**src/rtl/sprite_command_list_sequencer_core_assert.svh**
```systemverilog
// Assertion macros used by the sequencer core top level.
`ifndef SPRITE_COMMAND_LIST_SEQUENCER_CORE_ASSERT_SVH
`define SPRITE_COMMAND_LIST_SEQUENCER_CORE_ASSERT_SVH
`ifndef SYNTHESIS
// Same-cycle implication, checked outside reset.
`define SCLS_ASSERT_IMP(lbl, clk, rst_n, ante, cons) \
    lbl: assert property (@(posedge clk) disable iff (!(rst_n)) (ante) |-> (cons)) \
        else $error("sequencer assertion failed");
// Next-cycle implication, checked outside reset.
`define SCLS_ASSERT_NXT(lbl, clk, rst_n, ante, cons) \
    lbl: assert property (@(posedge clk) disable iff (!(rst_n)) (ante) |=> (cons)) \
        else $error("sequencer assertion failed");
// Invariant that holds at every edge.
`define SCLS_ASSERT_ALW(lbl, clk, cond) \
    lbl: assert property (@(posedge clk) (cond)) \
        else $error("sequencer assertion failed");
`else
`define SCLS_ASSERT_IMP(lbl, clk, rst_n, ante, cons)
`define SCLS_ASSERT_NXT(lbl, clk, rst_n, ante, cons)
`define SCLS_ASSERT_ALW(lbl, clk, cond)
`endif
`endif

```
**src/rtl/scls_pkg.sv**
```systemverilog
// Types, constants and the draw kind table of the command list sequencer.
`timescale 1ns / 1ps
package scls_pkg;

    // Word address width of the command table.
    localparam int ADDR_BITS = 18;

    // Control word layout.
    localparam int CTL_END_BIT  = 15;
    localparam int CTL_SKIP_BIT = 14;

    // Command codes.
    localparam logic [3:0] CODE_USER_CLIP   = 4'h8;
    localparam logic [3:0] CODE_SYSTEM_CLIP = 4'h9;
    localparam logic [3:0] CODE_LOCAL_ORG   = 4'hA;
    localparam logic [3:0] CODE_USER_CLIP2  = 4'hB;
    localparam logic [3:0] CODE_STOP_MIN    = 4'hC;

    // Address step between consecutive commands, in words.
    localparam logic [ADDR_BITS-1:0] CMD_STRIDE = ADDR_BITS'(16);

    // Reported drawing kinds.
    localparam logic [2:0] KIND_NONE      = 3'd0;
    localparam logic [2:0] KIND_NORMAL    = 3'd1;
    localparam logic [2:0] KIND_SCALED    = 3'd2;
    localparam logic [2:0] KIND_DISTORTED = 3'd3;
    localparam logic [2:0] KIND_POLYGON   = 3'd4;
    localparam logic [2:0] KIND_POLYLINE  = 3'd5;
    localparam logic [2:0] KIND_LINE      = 3'd6;

    // Link modes from control word bits 13:12.
    typedef enum logic [1:0] {
        LINK_NEXT   = 2'd0,
        LINK_JUMP   = 2'd1,
        LINK_CALL   = 2'd2,
        LINK_RETURN = 2'd3
    } t_link;

    // A classified request as it travels from the front end to the back end.
    typedef struct packed {
        logic                 is_start;
        logic                 is_end;
        logic                 is_stop;
        logic                 load_uclip;
        logic                 load_sclip;
        logic                 load_origin;
        logic [2:0]           kind;
        t_link                link;
        logic [ADDR_BITS-1:0] target;
        logic [10:0]          coord_a;
        logic [10:0]          coord_b;
        logic [9:0]           coord_c;
        logic [8:0]           coord_d;
    } t_cmd;

    // Queue status seen by the front end and the back end.
    typedef struct packed {
        logic full;
        logic empty;
    } t_fifo_stat;

    // Drawing kind of the codes below eight.
    function automatic logic [2:0] kind_of_code(input logic [2:0] code);
        logic [2:0] kind;
        case (code)
            3'd0:    kind = KIND_NORMAL;
            3'd1:    kind = KIND_SCALED;
            3'd2:    kind = KIND_DISTORTED;
            3'd3:    kind = KIND_DISTORTED;
            3'd4:    kind = KIND_POLYGON;
            3'd5:    kind = KIND_POLYLINE;
            3'd6:    kind = KIND_LINE;
            3'd7:    kind = KIND_POLYLINE;
            default: kind = KIND_NONE;
        endcase
        return kind;
    endfunction

endpackage

```
**src/rtl/scls_fifo.sv**
```systemverilog
// Short request queue between the front end and the back end.
`timescale 1ns / 1ps
module scls_fifo
    import scls_pkg::*;
#(
    parameter int DEPTH = 2
) (
    input  logic       i_clk,
    input  logic       i_rst_n,
    input  logic       i_push,
    input  t_cmd       i_cmd,
    input  logic       i_pop,
    output t_cmd       o_cmd,
    output t_fifo_stat o_stat
);

    localparam int PTR_W = (DEPTH > 1) ? $clog2(DEPTH) : 1;
    localparam int CNT_W = $clog2(DEPTH + 1);

    t_cmd             r_mem [DEPTH];
    logic [PTR_W-1:0] r_wr_ptr, n_wr_ptr;
    logic [PTR_W-1:0] r_rd_ptr, n_rd_ptr;
    logic [CNT_W-1:0] r_count,  n_count;
    logic             w_push, w_pop;

    // Status and guarded handshakes.
    assign o_stat.full  = (r_count == CNT_W'(DEPTH));
    assign o_stat.empty = (r_count == '0);
    assign w_push       = i_push && !o_stat.full;
    assign w_pop        = i_pop && !o_stat.empty;
    assign o_cmd        = r_mem[r_rd_ptr];

    // Pointer and fill count updates.
    always_comb begin
        n_wr_ptr = r_wr_ptr;
        n_rd_ptr = r_rd_ptr;
        n_count  = r_count;
        if (w_push) begin
            n_wr_ptr = (r_wr_ptr == PTR_W'(DEPTH - 1)) ? '0 : r_wr_ptr + PTR_W'(1);
        end
        if (w_pop) begin
            n_rd_ptr = (r_rd_ptr == PTR_W'(DEPTH - 1)) ? '0 : r_rd_ptr + PTR_W'(1);
        end
        if (w_push && !w_pop) begin
            n_count = r_count + CNT_W'(1);
        end else if (w_pop && !w_push) begin
            n_count = r_count - CNT_W'(1);
        end
    end

    always_ff @(posedge i_clk) begin
        if (!i_rst_n) begin
            r_wr_ptr <= '0;
            r_rd_ptr <= '0;
            r_count  <= '0;
        end else begin
            r_wr_ptr <= n_wr_ptr;
            r_rd_ptr <= n_rd_ptr;
            r_count  <= n_count;
        end
    end

    // Entry storage needs no reset.
    always_ff @(posedge i_clk) begin
        if (w_push) begin
            r_mem[r_wr_ptr] <= i_cmd;
        end
    end

endmodule

```
**src/rtl/scls_front.sv**
```systemverilog
// Front end: accepts requests and classifies each command for the back end.
`timescale 1ns / 1ps
module scls_front
    import scls_pkg::*;
(
    input  logic        i_valid,
    output logic        o_stall,
    input  logic        i_mode,
    input  logic [15:0] i_control_word,
    input  logic [15:0] i_link_word,
    input  logic [15:0] i_coord_word_a,
    input  logic [15:0] i_coord_word_b,
    input  logic [15:0] i_coord_word_c,
    input  logic [15:0] i_coord_word_d,
    input  t_fifo_stat  i_stat,
    output logic        o_push,
    output t_cmd        o_cmd
);

    logic       w_skip;
    logic [3:0] w_code;
    logic       w_exec;

    // The queue decides whether a request can be taken.
    assign o_stall = i_stat.full;
    assign o_push  = i_valid && !i_stat.full;

    assign w_skip = i_control_word[CTL_SKIP_BIT];
    assign w_code = i_control_word[3:0];
    // A command that is neither skipped nor a stop code is carried out.
    assign w_exec = !w_skip && (w_code < CODE_STOP_MIN);

    // Decode the control word into flags for the back end.
    always_comb begin
        o_cmd.is_start    = !i_mode;
        o_cmd.is_end      = i_control_word[CTL_END_BIT];
        o_cmd.is_stop     = !w_skip && (w_code >= CODE_STOP_MIN);
        o_cmd.load_uclip  = w_exec && ((w_code == CODE_USER_CLIP) ||
                                       (w_code == CODE_USER_CLIP2));
        o_cmd.load_sclip  = w_exec && (w_code == CODE_SYSTEM_CLIP);
        o_cmd.load_origin = w_exec && (w_code == CODE_LOCAL_ORG);
        o_cmd.kind        = (w_exec && !w_code[3]) ? kind_of_code(w_code[2:0]) : KIND_NONE;
        o_cmd.link        = t_link'(i_control_word[13:12]);
        // The link word counts four-word units; the low four address bits are cleared.
        o_cmd.target      = {i_link_word[15:2], 4'b0000};
        o_cmd.coord_a     = i_coord_word_a[10:0];
        o_cmd.coord_b     = i_coord_word_b[10:0];
        o_cmd.coord_c     = i_coord_word_c[9:0];
        o_cmd.coord_d     = i_coord_word_d[8:0];
    end

endmodule

```
**src/rtl/scls_back.sv**
```systemverilog
// Back end: carries out queued commands and holds the result register.
`timescale 1ns / 1ps
module scls_back
    import scls_pkg::*;
(
    input  logic                 i_clk,
    input  logic                 i_rst_n,
    input  t_fifo_stat           i_stat,
    input  t_cmd                 i_cmd,
    output logic                 o_pop,
    output logic                 o_valid,
    input  logic                 i_stall,
    output logic [ADDR_BITS-1:0] o_next_address,
    output logic                 o_drawing_active,
    output logic                 o_end_flag,
    output logic [2:0]           o_draw_kind,
    output logic signed [10:0]   o_origin_x,
    output logic signed [10:0]   o_origin_y,
    output logic [9:0]           o_user_clip_left,
    output logic [8:0]           o_user_clip_top,
    output logic [9:0]           o_user_clip_right,
    output logic [8:0]           o_user_clip_bottom,
    output logic [9:0]           o_system_clip_right,
    output logic [8:0]           o_system_clip_bottom
);

    logic                 r_valid,    n_valid;
    logic [ADDR_BITS-1:0] r_addr,     n_addr;
    logic [ADDR_BITS-1:0] r_ret_addr, n_ret_addr;
    logic                 r_ret_vld,  n_ret_vld;
    logic                 r_active,   n_active;
    logic                 r_end,      n_end;
    logic [2:0]           r_kind,     n_kind;
    logic signed [10:0]   r_org_x,    n_org_x;
    logic signed [10:0]   r_org_y,    n_org_y;
    logic [9:0]           r_ucl_x0,   n_ucl_x0;
    logic [8:0]           r_ucl_y0,   n_ucl_y0;
    logic [9:0]           r_ucl_x1,   n_ucl_x1;
    logic [8:0]           r_ucl_y1,   n_ucl_y1;
    logic [9:0]           r_scl_x,    n_scl_x;
    logic [8:0]           r_scl_y,    n_scl_y;
    logic [ADDR_BITS-1:0] w_addr_inc;

    // A request is taken when the result register is free or being emptied.
    // The state only moves on a pop, so it doubles as the held result.
    assign o_pop      = !i_stat.empty && (!r_valid || !i_stall);
    assign w_addr_inc = r_addr + CMD_STRIDE;

    always_comb begin
        n_valid    = o_pop ? 1'b1 : (r_valid && i_stall);
        n_addr     = r_addr;
        n_ret_addr = r_ret_addr;
        n_ret_vld  = r_ret_vld;
        n_active   = r_active;
        n_end      = r_end;
        n_kind     = r_kind;
        n_org_x    = r_org_x;
        n_org_y    = r_org_y;
        n_ucl_x0   = r_ucl_x0;
        n_ucl_y0   = r_ucl_y0;
        n_ucl_x1   = r_ucl_x1;
        n_ucl_y1   = r_ucl_y1;
        n_scl_x    = r_scl_x;
        n_scl_y    = r_scl_y;
        if (o_pop) begin
            n_kind = KIND_NONE;
            if (i_cmd.is_start) begin
                // Restart the walk at the top of the table.
                n_end      = 1'b0;
                n_addr     = '0;
                n_ret_addr = '0;
                n_ret_vld  = 1'b0;
                n_active   = 1'b1;
            end else if (r_active) begin
                if (i_cmd.is_end) begin
                    n_active = 1'b0;
                    n_end    = 1'b1;
                end else if (i_cmd.is_stop) begin
                    n_active = 1'b0;
                end else begin
                    n_kind = i_cmd.kind;
                    if (i_cmd.load_uclip) begin
                        n_ucl_x0 = i_cmd.coord_a[9:0];
                        n_ucl_y0 = i_cmd.coord_b[8:0];
                        n_ucl_x1 = i_cmd.coord_c;
                        n_ucl_y1 = i_cmd.coord_d;
                    end
                    if (i_cmd.load_sclip) begin
                        n_scl_x = i_cmd.coord_c;
                        n_scl_y = i_cmd.coord_d;
                    end
                    if (i_cmd.load_origin) begin
                        n_org_x = $signed(i_cmd.coord_a);
                        n_org_y = $signed(i_cmd.coord_b);
                    end
                    // Advance, then apply the link mode.
                    case (i_cmd.link)
                        LINK_NEXT: begin
                            n_addr = w_addr_inc;
                        end
                        LINK_JUMP: begin
                            n_addr = i_cmd.target;
                        end
                        LINK_CALL: begin
                            // The single return slot is only filled when empty.
                            if (!r_ret_vld) begin
                                n_ret_addr = w_addr_inc;
                                n_ret_vld  = 1'b1;
                            end
                            n_addr = i_cmd.target;
                        end
                        LINK_RETURN: begin
                            if (r_ret_vld) begin
                                n_addr    = r_ret_addr;
                                n_ret_vld = 1'b0;
                            end else begin
                                n_addr = w_addr_inc;
                            end
                        end
                        default: begin
                            n_addr = w_addr_inc;
                        end
                    endcase
                end
            end
        end
    end

    always_ff @(posedge i_clk) begin
        if (!i_rst_n) begin
            r_valid    <= 1'b0;
            r_addr     <= '0;
            r_ret_addr <= '0;
            r_ret_vld  <= 1'b0;
            r_active   <= 1'b0;
            r_end      <= 1'b0;
            r_kind     <= KIND_NONE;
            r_org_x    <= '0;
            r_org_y    <= '0;
            r_ucl_x0   <= '0;
            r_ucl_y0   <= '0;
            r_ucl_x1   <= '0;
            r_ucl_y1   <= '0;
            r_scl_x    <= '0;
            r_scl_y    <= '0;
        end else begin
            r_valid    <= n_valid;
            r_addr     <= n_addr;
            r_ret_addr <= n_ret_addr;
            r_ret_vld  <= n_ret_vld;
            r_active   <= n_active;
            r_end      <= n_end;
            r_kind     <= n_kind;
            r_org_x    <= n_org_x;
            r_org_y    <= n_org_y;
            r_ucl_x0   <= n_ucl_x0;
            r_ucl_y0   <= n_ucl_y0;
            r_ucl_x1   <= n_ucl_x1;
            r_ucl_y1   <= n_ucl_y1;
            r_scl_x    <= n_scl_x;
            r_scl_y    <= n_scl_y;
        end
    end

    assign o_valid              = r_valid;
    assign o_next_address       = r_addr;
    assign o_drawing_active     = r_active;
    assign o_end_flag           = r_end;
    assign o_draw_kind          = r_kind;
    assign o_origin_x           = r_org_x;
    assign o_origin_y           = r_org_y;
    assign o_user_clip_left     = r_ucl_x0;
    assign o_user_clip_top      = r_ucl_y0;
    assign o_user_clip_right    = r_ucl_x1;
    assign o_user_clip_bottom   = r_ucl_y1;
    assign o_system_clip_right  = r_scl_x;
    assign o_system_clip_bottom = r_scl_y;

endmodule

```
**src/rtl/sprite_command_list_sequencer_core.sv**
```systemverilog
// Top level of the sprite command list sequencer: front end, queue and back end.
//
//  Channel   Direction  Handshake           Payload
//  input     in         i_valid / o_stall   i_mode, i_control_word, i_link_word, i_coord_word_*
//  output    out        o_valid / i_stall   o_next_address ... o_system_clip_bottom
//
// One request is taken every cycle while the queue has room; each gives one result.
// A taken request is written into the queue, and is popped into the result register once
// that register is free or being emptied; the back end computes its state update
// combinationally from the popped command.
// Reset is synchronous and active low; all sequencer state but the queue entries clears to zero.
// A stalled result holds; the queue absorbs up to FIFO_DEPTH further requests.
`timescale 1ns / 1ps
`include "sprite_command_list_sequencer_core_assert.svh"
module sprite_command_list_sequencer_core
    import scls_pkg::*;
#(
    parameter int FIFO_DEPTH = 2
) (
    input  logic                 i_clk,
    input  logic                 i_rst_n,
    input  logic                 i_valid,
    output logic                 o_stall,
    input  logic                 i_mode,
    input  logic [15:0]          i_control_word,
    input  logic [15:0]          i_link_word,
    input  logic [15:0]          i_coord_word_a,
    input  logic [15:0]          i_coord_word_b,
    input  logic [15:0]          i_coord_word_c,
    input  logic [15:0]          i_coord_word_d,
    output logic                 o_valid,
    input  logic                 i_stall,
    output logic [ADDR_BITS-1:0] o_next_address,
    output logic                 o_drawing_active,
    output logic                 o_end_flag,
    output logic [2:0]           o_draw_kind,
    output logic signed [10:0]   o_origin_x,
    output logic signed [10:0]   o_origin_y,
    output logic [9:0]           o_user_clip_left,
    output logic [8:0]           o_user_clip_top,
    output logic [9:0]           o_user_clip_right,
    output logic [8:0]           o_user_clip_bottom,
    output logic [9:0]           o_system_clip_right,
    output logic [8:0]           o_system_clip_bottom
);

    t_fifo_stat w_stat;
    t_cmd       w_push_cmd;
    t_cmd       w_pop_cmd;
    logic       w_push;
    logic       w_pop;

    // Request intake and classification.
    scls_front u_front (
        .i_valid        (i_valid),
        .o_stall        (o_stall),
        .i_mode         (i_mode),
        .i_control_word (i_control_word),
        .i_link_word    (i_link_word),
        .i_coord_word_a (i_coord_word_a),
        .i_coord_word_b (i_coord_word_b),
        .i_coord_word_c (i_coord_word_c),
        .i_coord_word_d (i_coord_word_d),
        .i_stat         (w_stat),
        .o_push         (w_push),
        .o_cmd          (w_push_cmd)
    );

    // Queue between the two halves.
    scls_fifo #(
        .DEPTH (FIFO_DEPTH)
    ) u_fifo (
        .i_clk   (i_clk),
        .i_rst_n (i_rst_n),
        .i_push  (w_push),
        .i_cmd   (w_push_cmd),
        .i_pop   (w_pop),
        .o_cmd   (w_pop_cmd),
        .o_stat  (w_stat)
    );

    // Command execution and result register.
    scls_back u_back (
        .i_clk                (i_clk),
        .i_rst_n              (i_rst_n),
        .i_stat               (w_stat),
        .i_cmd                (w_pop_cmd),
        .o_pop                (w_pop),
        .o_valid              (o_valid),
        .i_stall              (i_stall),
        .o_next_address       (o_next_address),
        .o_drawing_active     (o_drawing_active),
        .o_end_flag           (o_end_flag),
        .o_draw_kind          (o_draw_kind),
        .o_origin_x           (o_origin_x),
        .o_origin_y           (o_origin_y),
        .o_user_clip_left     (o_user_clip_left),
        .o_user_clip_top      (o_user_clip_top),
        .o_user_clip_right    (o_user_clip_right),
        .o_user_clip_bottom   (o_user_clip_bottom),
        .o_system_clip_right  (o_system_clip_right),
        .o_system_clip_bottom (o_system_clip_bottom)
    );

    // An ended list is never still being walked.
    `SCLS_ASSERT_IMP(a_end_stops, i_clk, i_rst_n, o_end_flag, !o_drawing_active)
    // A drawing kind is only reported by a list that is still running.
    `SCLS_ASSERT_IMP(a_kind_active, i_clk, i_rst_n, o_draw_kind != KIND_NONE, o_drawing_active)
    // Every command address sits on a sixteen-word boundary once out of reset.
    `SCLS_ASSERT_ALW(a_addr_align, i_clk, !i_rst_n || (o_next_address[3:0] == 4'b0000))
    // A taken request is held either in the queue or in the result register.
    `SCLS_ASSERT_NXT(a_req_kept, i_clk, i_rst_n, i_valid && !o_stall, !w_stat.empty || o_valid)

endmodule

```
**config.mk**
```make
export PLATFORM = sky130hd
export DESIGN_NAME = sprite_command_list_sequencer_core
export DESIGN_NICKNAME = d
export VERILOG_FILES = /design/src/rtl/scls_pkg.sv /design/src/rtl/scls_fifo.sv /design/src/rtl/scls_front.sv /design/src/rtl/scls_back.sv /design/src/rtl/sprite_command_list_sequencer_core.sv
export VERILOG_INCLUDE_DIRS = /design/src /design/src/rtl
export SDC_FILE = /design/constraint.sdc
export NUM_CORES = 1
export LEC_CHECK = 0
export BUFFER_PORTS_ARGS = -buffer_cell sky130_fd_sc_hd__buf_2
export CAP_MARGIN = 25
export CORE_ASPECT_RATIO = 0.7
export CORE_MARGIN = 3
export CORE_UTILIZATION = 49
export DETAILED_ROUTE_END_ITERATION = 12
export PLACE_DENSITY = 0.75
export SKIP_LAST_GASP = 1
export SYNTH_ARGS = -nofsm -noshare
export SYNTH_HDL_FRONTEND = slang
export SYNTH_SLANG_ARGS = --single-unit
```
**constraint.sdc**
```tcl
create_clock -name i_clk -period 4.01 [get_ports i_clk]
set_clock_uncertainty 0.1 [all_clocks]
set_input_delay 0.802 -clock i_clk [delete_from_list [all_inputs] [get_ports i_clk]]
set_output_delay 0.802 -clock i_clk [all_outputs]
set_load 0.1 [all_outputs]
```
== Word level (Yosys, flattened, before mapping) ==
Memories as Yosys holds them, arrays and structs flattened. A register that Yosys moved wholly into a read port is not among the register bits.
Cells that the tools add are included.

* Add/subtract/negate cells: 5
* Magnitude comparators: 2
* Equal/unequal tests: 10
* Muxes and demuxes: 37
* Bitwise operators: 3
* Reduce and logical (&&, ||, !) cells: 39

{| class="wikitable"
|+ Operators by type and width
! kind !! count
|-
| $mux 18 || 10
|-
| $pmux 18 s3 || 1
|-
| $add 18x5->18 const B || 1
|-
| $mux 1 || 18
|-
| $reduce_and 6->1 || 3
|-
| $eq 4x4->1 const B || 4
|-
| $mux 3 || 5
|-
| $logic_and 1x1->1 || 13
|-
| $reduce_and 5->1 || 2
|-
| $logic_not 1->1 || 9
|-
| $reduce_bool 2->1 || 4
|-
| $eq 2x2->1 const B || 3
|-
| $ge 4x4->1 const B || 1
|-
| $logic_not 2->1 || 2
|-
| $lt 4x4->1 const B || 1
|-
| $mux 2 || 2
|-
| $ne 2x1->1 const B || 2
|-
| $reduce_and 4->1 || 1
|-
| $not 1->1 || 3
|-
| $reduce_and 3->1 || 1
|-
| $reduce_bool 3->1 || 1
|-
| $add 1x1->1 const B || 2
|-
| $add 2x1->2 const B || 1
|-
| $eq 2x1->1 const B || 1
|-
| other kinds (4) || 5
|}

* Register bits: 126
* RAM bits: 132
* Bits in read-only memories: 24
* Input bits: 101
* Output and inout port bits: 104
* Logic and storage cells: 116
* Memories: 2

{| class="wikitable"
|+ Memories
! name !! depth !! width !! rd ports !! clocked after Yosys merged registers in !! wr ports !! line !! text
|-
| u_fifo.r_mem || 2 || 66 || 1 || 1 || 1 || scls_fifo.sv:20 || <nowiki>t_cmd r_mem [DEPTH];</nowiki>
|-
| (name not given) || 8 || 3 || 1 || 0 || 0 || scls_pkg.sv:65 || <nowiki>case (code)</nowiki>
|}

== Depth between registers and ports, before layout ==
Gate-level depths: netlist (run 1).

* Word-level depth: 8
* Depth in mapped cells: 14
* Gate-level depth less buffers: 8

== By module ==
A second synthesis (run 1) with hierarchy kept.

* Cells, all modules: 971
* Area total of the unflattened synthesis: 11,034.3 um^2

{| class="wikitable"
|+ Modules (own cells, without submodules)
! module !! times used !! cells each !! area each (um^2) !! sequential area each (um^2)
|-
| scls_fifo || 1 || 243 || 5,266.3 || 4,304.1
|-
| scls_back || 1 || 649 || 5,187.5 || 2,442.3
|-
| scls_front || 1 || 79 || 580.6 || 0.0
|}

== Worst setup path before layout (run 1) ==
OpenSTA, ideal clock, no wires.

* Path type: input -> register
* Start point: input i_valid
* End point: memory u_fifo.r_mem[0][0] (netlist bit), enable pin
* Setup time: 492 ps
* Data arrival time: 3,657 ps
* Data required time: 3,418 ps
* Path slack: -239 ps
* Cell stages on the path: 2
* Buffers on the path: 0
* Path through: nand2_1 nor2_1

* Word-level cells in the longest chain between the ends: 4

{| class="wikitable"
|+ Ends and longest elaborated chain
! element !! line !! text
|-
| start: declaration || sprite_command_list_sequencer_core.sv:22 || <nowiki>input logic i_valid,</nowiki>
|-
| $logic_and 1x1->1 || scls_front.sv:26 || <nowiki>assign o_push = i_valid && !i_stat.full;</nowiki>
|-
| $logic_and 1x1->1 || scls_fifo.sv:29 || <nowiki>assign w_push = i_push && !o_stat.full;</nowiki>
|-
| $mux 1 || scls_fifo.sv:65 || <nowiki>if (w_push) begin</nowiki>
|-
| $mux 1 (implied by the code) || scls_fifo.sv:66 || <nowiki>r_mem[r_wr_ptr] <= i_cmd;</nowiki>
|-
| end: declaration || scls_fifo.sv:20 ||
|}

No other way between the ends.

==> results of run 1 <==
## where the power goes
part           total (mW)  switching, mW  internal, mW
clock                2.27           1.01          1.25
sequential           3.11         0.0797          3.03
combinational        1.52           1.04         0.486
## cells in the final DEF (no fill, tap or decap), types with 5 or more instances in the layout
master and n:
mux2_2 18, nand2b_1 5, o2bb2ai_1 6, nand2_1 98, a21oi_1 9, nor2_1 17
a22o_1 7, buf_4 10, nand3_1 5, clkbuf_16 27, inv_1 11, a21boi_0 10
edfxtp_1 132, a22oi_1 19, nor3_1 10, o21ai_0 10, dfxtp_1 126, xor2_1 5
clkinv_2 6, ha_1 6, and2_1 9, clkinv_1 7, o211a_1 79, mux2i_1 55
buf_2 170, nor2b_1 15, xnor2_1 9, o22ai_1 6
## final cells by class
class | instances | area share
flip-flops and latches | 259 | 0.538
multi-input cells | 458 | 0.284
repair buffers | 182 | 0.0798
clock buffers | 28 | 0.0570
well taps | 270 | 0.0279
clock inverters | 18 | 0.0100
inverters | 12 | 0.00372
## cell usage after synthesis, types with 2 or more instances
cell,instances,area share
edfxtp_1,132,0.39
dfxtp_1,127,0.25
nand2_1,98,0.036
o211a_1,79,0.077
mux2i_1,55,0.054
clkbuf_1,24,0.0088
buf_2,20,0.0098
a22oi_1,19,0.014
mux2_2,18,0.020
nor2_1,18,0.0066
nor2b_1,15,0.0092
inv_1,11,0.0040
a21boi_0,10,0.0073
nor3_1,10,0.0049
o21ai_0,10,0.0049
a21oi_1,9,0.0044
and2_1,9,0.0055
xnor2_1,9,0.0077
a22o_1,7,0.0060
ha_1,6,0.0073
o22ai_1,6,0.0037
o2bb2ai_1,6,0.0051
buf_4,5,0.0037
nand2b_1,5,0.0031
nand3_1,5,0.0024
xor2_1,5,0.0043
nand4_1,4,0.0024
nor4_1,4,0.0024
o2111ai_1,4,0.0034
a221o_1,3,0.0029
nor3b_1,3,0.0022
or3_1,3,0.0018
a211o_1,2,0.0017
a21oi_2,2,0.0017
a31oi_1,2,0.0012
buf_6,2,0.0022
nor3_2,2,0.0020
o211ai_1,2,0.0015
o21ai_2,2,0.0017
or2_2,2,0.0012
## worst min path at each step
stage / to / slack (ns) / cells past startpoint
floorplan: u_back.r_ret_addr[11]$_SDFFE_PN0P_ / 0.33 / 1
global placement: u_back.r_ret_addr[17]$_SDFFE_PN0P_ / 0.35 / 1
detailed placement: u_back.r_ret_addr[14]$_SDFFE_PN0P_ / 0.35 / 1
CTS: u_fifo.r_mem[0][18]$_DFFE_PP_ / 0.34 / 1
global route: u_fifo.r_mem[0][25]$_DFFE_PP_ / 0.33 / 1
finish: u_fifo.r_mem[1][16]$_DFFE_PP_ / 0.36 / 1
## registers in the layout, indices dropped and copies added, names as in the netlist, 9 cells and up, named ones only
| signal | cells |
|---|---|
| u_back.o_system_clip_bottom | 9 |
| u_back.o_user_clip_right | 10 |
| u_back.o_user_clip_bottom | 9 |
| u_fifo.r_mem | 132 |
| u_back.o_user_clip_top | 9 |
| u_back.o_origin_y | 11 |
| u_back.o_user_clip_left | 10 |
| u_back.o_system_clip_right | 10 |
| u_back.o_origin_x | 11 |
| u_back.r_ret_addr | 18 |
| u_back.o_next_address | 18 |
## metrics by stage
step | area (sq um) | worst slack, ns | utilization
final | 12100 | 1.11 | 0.601
after global routing | 12100 | 0.953 | 0.601
after CTS | 12100 | 1.16 | 0.601
after detailed placement | 11300 | 1.18 | 0.561
after global placement | 11300 | 1.20 | 0.561
after floorplan | 10200 | 0.879 | -
## kinds of logic after synthesis
| kind of cell | count (synthesis) |
|---|---|
| mux | 74 |
| compound gates | 173 |
| xor+xnor | 14 |
| flops | 259 |
| fa+ha+maj | 6 |
| simple gates | 191 |
| buf+inv | 64 |
## worst max-delay path, stage by stage (launching register included)
cell and delay (ns):
dfxtp_4 0.37, buf_4 0.56, mux2_4 0.48, o31ai_1 0.51, and2_1 0.50, o21ai_1 0.13
o311ai_1 0.09
## layer usage
metal | share of wire | global-route usage | wire length, microns
met3 | 0.082 | 0.0548 | 1840
met4 | 0.016 | 0.0417 | 348
met1 | 0.48 | 0.294 | 10900
met2 | 0.42 | 0.271 | 9320
met5 | 0.00094 | 0 | 21
==> qor.csv, run 1 <==
metric;value;unit
outcome;complete, no violations;
core area;20100;sq um
unrepaired setup endpoints after global routing;false;
total chip power;6.91;mW
DRC Markers;0;
end of the critical path;u_back.o_next_address[13]$_SDFFE_PN0P_;
post-synthesis compound-gate area fraction;0.145;
# placed instances;1181;
HP Start;i_coord_word_c[7];
layout overhead on the synthesized area;18.5;%
Setup crit start kind;flip-flop;
Post-CTS Setup Bufs;0;
IO Port Bufs;171;
Net Count, Synth;888;
Max VDD drop;0.356;mV
Slew @ Worst Pin;0.901;ns
initial core utilization;0.508;
H-tree levels;1;
Synth Area in Simple Gates;0.0940;
critical path data required time;4.33;ns
grt ovf;0;
max-slew violation count;0;
Multi-input gate area;3430;sq um
post-synthesis xor/xnor area fraction;0.0120;
Die X;179;microns
Max Root-Sink Buffers;3;
crit path capture type;flip-flop;
die area;22600;sq um
layout filler cell count;1622;
clock sink total;259;
drt wl/cell;18.2;microns
Post-Synthesis Cell Area;10200;sq um
antenna cell count;0;
antenna violations before repair;2;
Vias/cell;5.46;
total number of vias;6697;
Power Density;571;nW/um^2
flop-to-flop setup slack;1.11;ns
final hold slack;0.358;ns
post-route ant nets;0;
worst-case reg-to-reg path depth;6;
crit-path max FO;36;
Reg clk slew, reported paths;0.07;ns
syn_area_per_cell;13.1;sq um
# hold bufs at CTS;0;
worst hold path type;in2reg;
Setup CP Type;reg2reg;
FF-to-FF End;u_back.o_next_address[13]$_SDFFE_PN0P_;
Final Hold Vio Count;0;
TNS Setup;0;ns
dpl hpwl;14600;microns
Die H;127;microns
largest family of logic cells by synthesized area;compound AO/OA/AOI/OAI gates;
Cells after Synth;781;
Clk Latency, worst-skew pair;0.53;ns
I/O Pins;205;
number of global-route vias before repair;6303;
CTS tree;yes;
Total GRT Usage;0.192;
crit path DAT;3.22;ns
first-pass GRT wire length;34600;microns
Async SR Flop Fraction;0;
DR pass1 iterations;5;
Final Wtd Congestion;0.870;
top_reg_cell synth;edfxtp_1;
Max Cap Viol;0;
row cnt;43;
Ys Warns;0;
Post-synth EDFFs;132;
Slew Limit Headroom;0.399;
post-synthesis register bit count;259;
pin count of the biggest net entering global routing;77;
sequential share of the synthesized area;0.637;
Final setup violation count;0;
Final #Nets;1045;
Tmin final;2.90;ns
Reg area;6510;sq um
Synth cell types;66;
Tcrit/Tclk final;0.724;
clk root buf;clkbuf_16;
post-synthesis mux area share;0.0752;
Layout Cells excl Fill;1227;
fmax;0.344;GHz
static leakage;5.55;nW
final wirelength;22400;microns
starting DRC count in detailed routing;566;
Adder-Cell Fraction of Synth Area;0.00735;
CTS buffer count;25;
Post-CTS Resized;0;
layout cells sized above 1;0.272;
Note: power is estimated with default switching activity, not from simulation.
==> run 2: changes to the inputs <==
CORE_UTILIZATION = 53   (was 49)
PLACE_DENSITY = 0.77   (was 0.75)
clock period = 2.7 ns   (was 4.01 ns; I/O delays follow)
==> qor.csv, run 2 (synthesis gave the netlist of run 1 again) <==
metric;value;unit;change
most common cell after layout, fill and taps aside;buf_2;;
Die H;122;microns;-3.7%
core area;18500;sq um;-8.2%
number of global-route vias before repair;6651;;+5.5%
Internal Dissipation;7.42;mW;+55%
layout overhead on the synthesized area;20.0;%;
layout filler cell count;1387;;-14%
Combinational Power Share;0.224;;+0.003
post-route ant nets;0;;unchanged
critical path data required time;2.99;ns;-1.34 ns
Layout Cells excl Fill;1206;;-1.7%
grt ovf;0;;unchanged
Clk Latency, worst-skew pair;0.51;ns;-0.02 ns
Flop pwr share;0.444;;-0.007
layout cells sized above 1;0.278;;+0.00621
sw power;3.07;mW;+44%
Vias/cell;5.64;;+3.4%
clock power share;0.332;;+0.004
# placed instances;1160;;-1.8%
Final #Nets;1057;;+1.1%
Max VDD drop;0.550;mV;+54%
Max Cap Viol;0;;unchanged
drt wl/cell;18.3;microns;+0.53%
crit path capture type;flip-flop;;
static leakage;5.65;nW;+1.6%
Final Hold Vio Count;0;;unchanged
Setup crit start kind;flip-flop;;
fmax;0.408;GHz;+19%
crit-path max FO;12;;-67%
max-slew violation count;0;;unchanged
total number of vias;6804;;+1.6%
Die X;172;microns;-3.7%
Biggest register;u_fifo.r_mem;;
outcome;complete, no violations;;
unrepaired setup endpoints after global routing;false;;
crit path DAT;2.74;ns;-0.48 ns
Final setup violation count;0;;unchanged
Total GRT Usage;0.206;;+0.0138
clock sink total;259;;unchanged
most frequent cells in the layout;buf_2 (170), edfxtp_1 (132), dfxtp_1 (126), nand2_1 (98), o211a_1 (79);;
Setup CP Type;reg2reg;;
first-pass GRT wire length;34400;microns;-0.72%
Post-CTS Setup Bufs;0;;unchanged
worst hold path type;in2reg;;
starting DRC count in detailed routing;572;;+1.1%
Slew Limit Headroom;0.501;;+0.101
clk root buf;clkbuf_16;;
pin count of the biggest net entering global routing;98;;+27%
Slew @ Worst Pin;0.749;ns;-0.152 ns
Switching Share;0.292;;-0.0163
initial core utilization;0.553;;+0.0455
final wirelength;22100;microns;-1.2%
DRC Markers;0;;unchanged
I/O Pins;205;;unchanged
Post-CTS Resized;0;;unchanged
Final Wtd Congestion;0.890;;+2.3%
max reg flops;132;;unchanged
CTS buffer count;24;;-4.0%
IO Port Bufs;171;;unchanged
DR pass1 iterations;5;;unchanged
CTS tree;yes;;
Reg area;6510;sq um;unchanged
Reg clk slew, reported paths;0.07;ns;about the same
Tcrit/Tclk final;0.907;;+0.183
Max Root-Sink Buffers;3;;unchanged
Power Density;855;nW/um^2;+50%
dpl hpwl;14500;microns;-0.95%
antenna violations before repair;2;;unchanged
Multi-input gate area;3450;sq um;+0.47%
Tmin final;2.45;ns;-0.453 ns
die area;21000;sq um;-7.2%
row cnt;41;;-4.7%
# hold bufs at CTS;0;;unchanged
H-tree levels;1;;unchanged
TNS Setup;0;ns;unchanged
## run 2: changes by cell type in the layout (fill, tap and decap cells not counted), moves of 2 or more
cell and change:
buf_12 +5, buf_4 +8, bufinv_16 +2, clkbuf_1 +7, clkinv_1 -4, clkinv_2 -3
clkinvlp_4 -2, diode_2 +2
## run 2: worst paths after layout
path,startpoint,to,slack [ns],depth (start not counted)
setup / recovery,flip-flop,u_back.o_next_address[16]$_SDFFE_PN0P_,0.25,6
hold / removal,i_coord_word_b[7],u_fifo.r_mem[0][26]$_DFFE_PP_,0.12,1
setup reg to reg,flip-flop,u_back.o_next_address[16]$_SDFFE_PN0P_,0.25,6
hold reg to reg,u_back.r_ret_addr[11]$_SDFFE_PN0P_,u_back.r_ret_addr[11]$_SDFFE_PN0P_,0.36,1
## run 2: final cells by class
class / count / share of cell area
tap: 236 / 0.0241
clock buffer: 36 / 0.0604
multi-input combinational: 458 / 0.281
clock inverter: 8 / 0.00745
inverter: 12 / 0.00367
sequential: 259 / 0.531
timing repair buffer: 195 / 0.0918
antenna: 2 / 0.000408
## run 2: critical path, cell delays in order, from the launching register on
cell	delay (ns)
dfxtp_4	0.41
and4bb_2	0.28
o21ai_2	0.61
or2_1	0.35
buf_4	0.20
nor2_1	0.05
a221o_1	0.33
## run 2: metrics by stage
step	setup slack (ns)	total power [mW]	hold slack, ns	area [sq um]	util
2_1_floorplan	0.000140	6.46	0.333	10300	-
3_5_place_dp	0.325	7.06	0.353	11400	0.619
4_1_cts	0.295	10.6	0.0984	12300	0.664
6_report	0.250	10.5	0.116	12300	0.664
5_1_grt	0.0949	10.9	0.0995	12300	0.664
3_3_place_gp	0.325	7.03	0.349	11400	0.619
## run 2: per-layer routing
metal / GRT usage / part of all wire
met1: 0.295 / 0.47
met2: 0.309 / 0.43
met3: 0.0535 / 0.076
met4: 0.0638 / 0.029
met5: 0 / 0
## run 2: power groups by stage
stage               Clock, mW  Combinational, mW  Sequential, mW
finish                   3.48               2.35            4.65
CTS                      3.55               2.35            4.65
floorplan                   0               1.52            4.94
global placement            0               2.31            4.72
detailed placement          0               2.32            4.74
global route             3.71               2.52            4.68
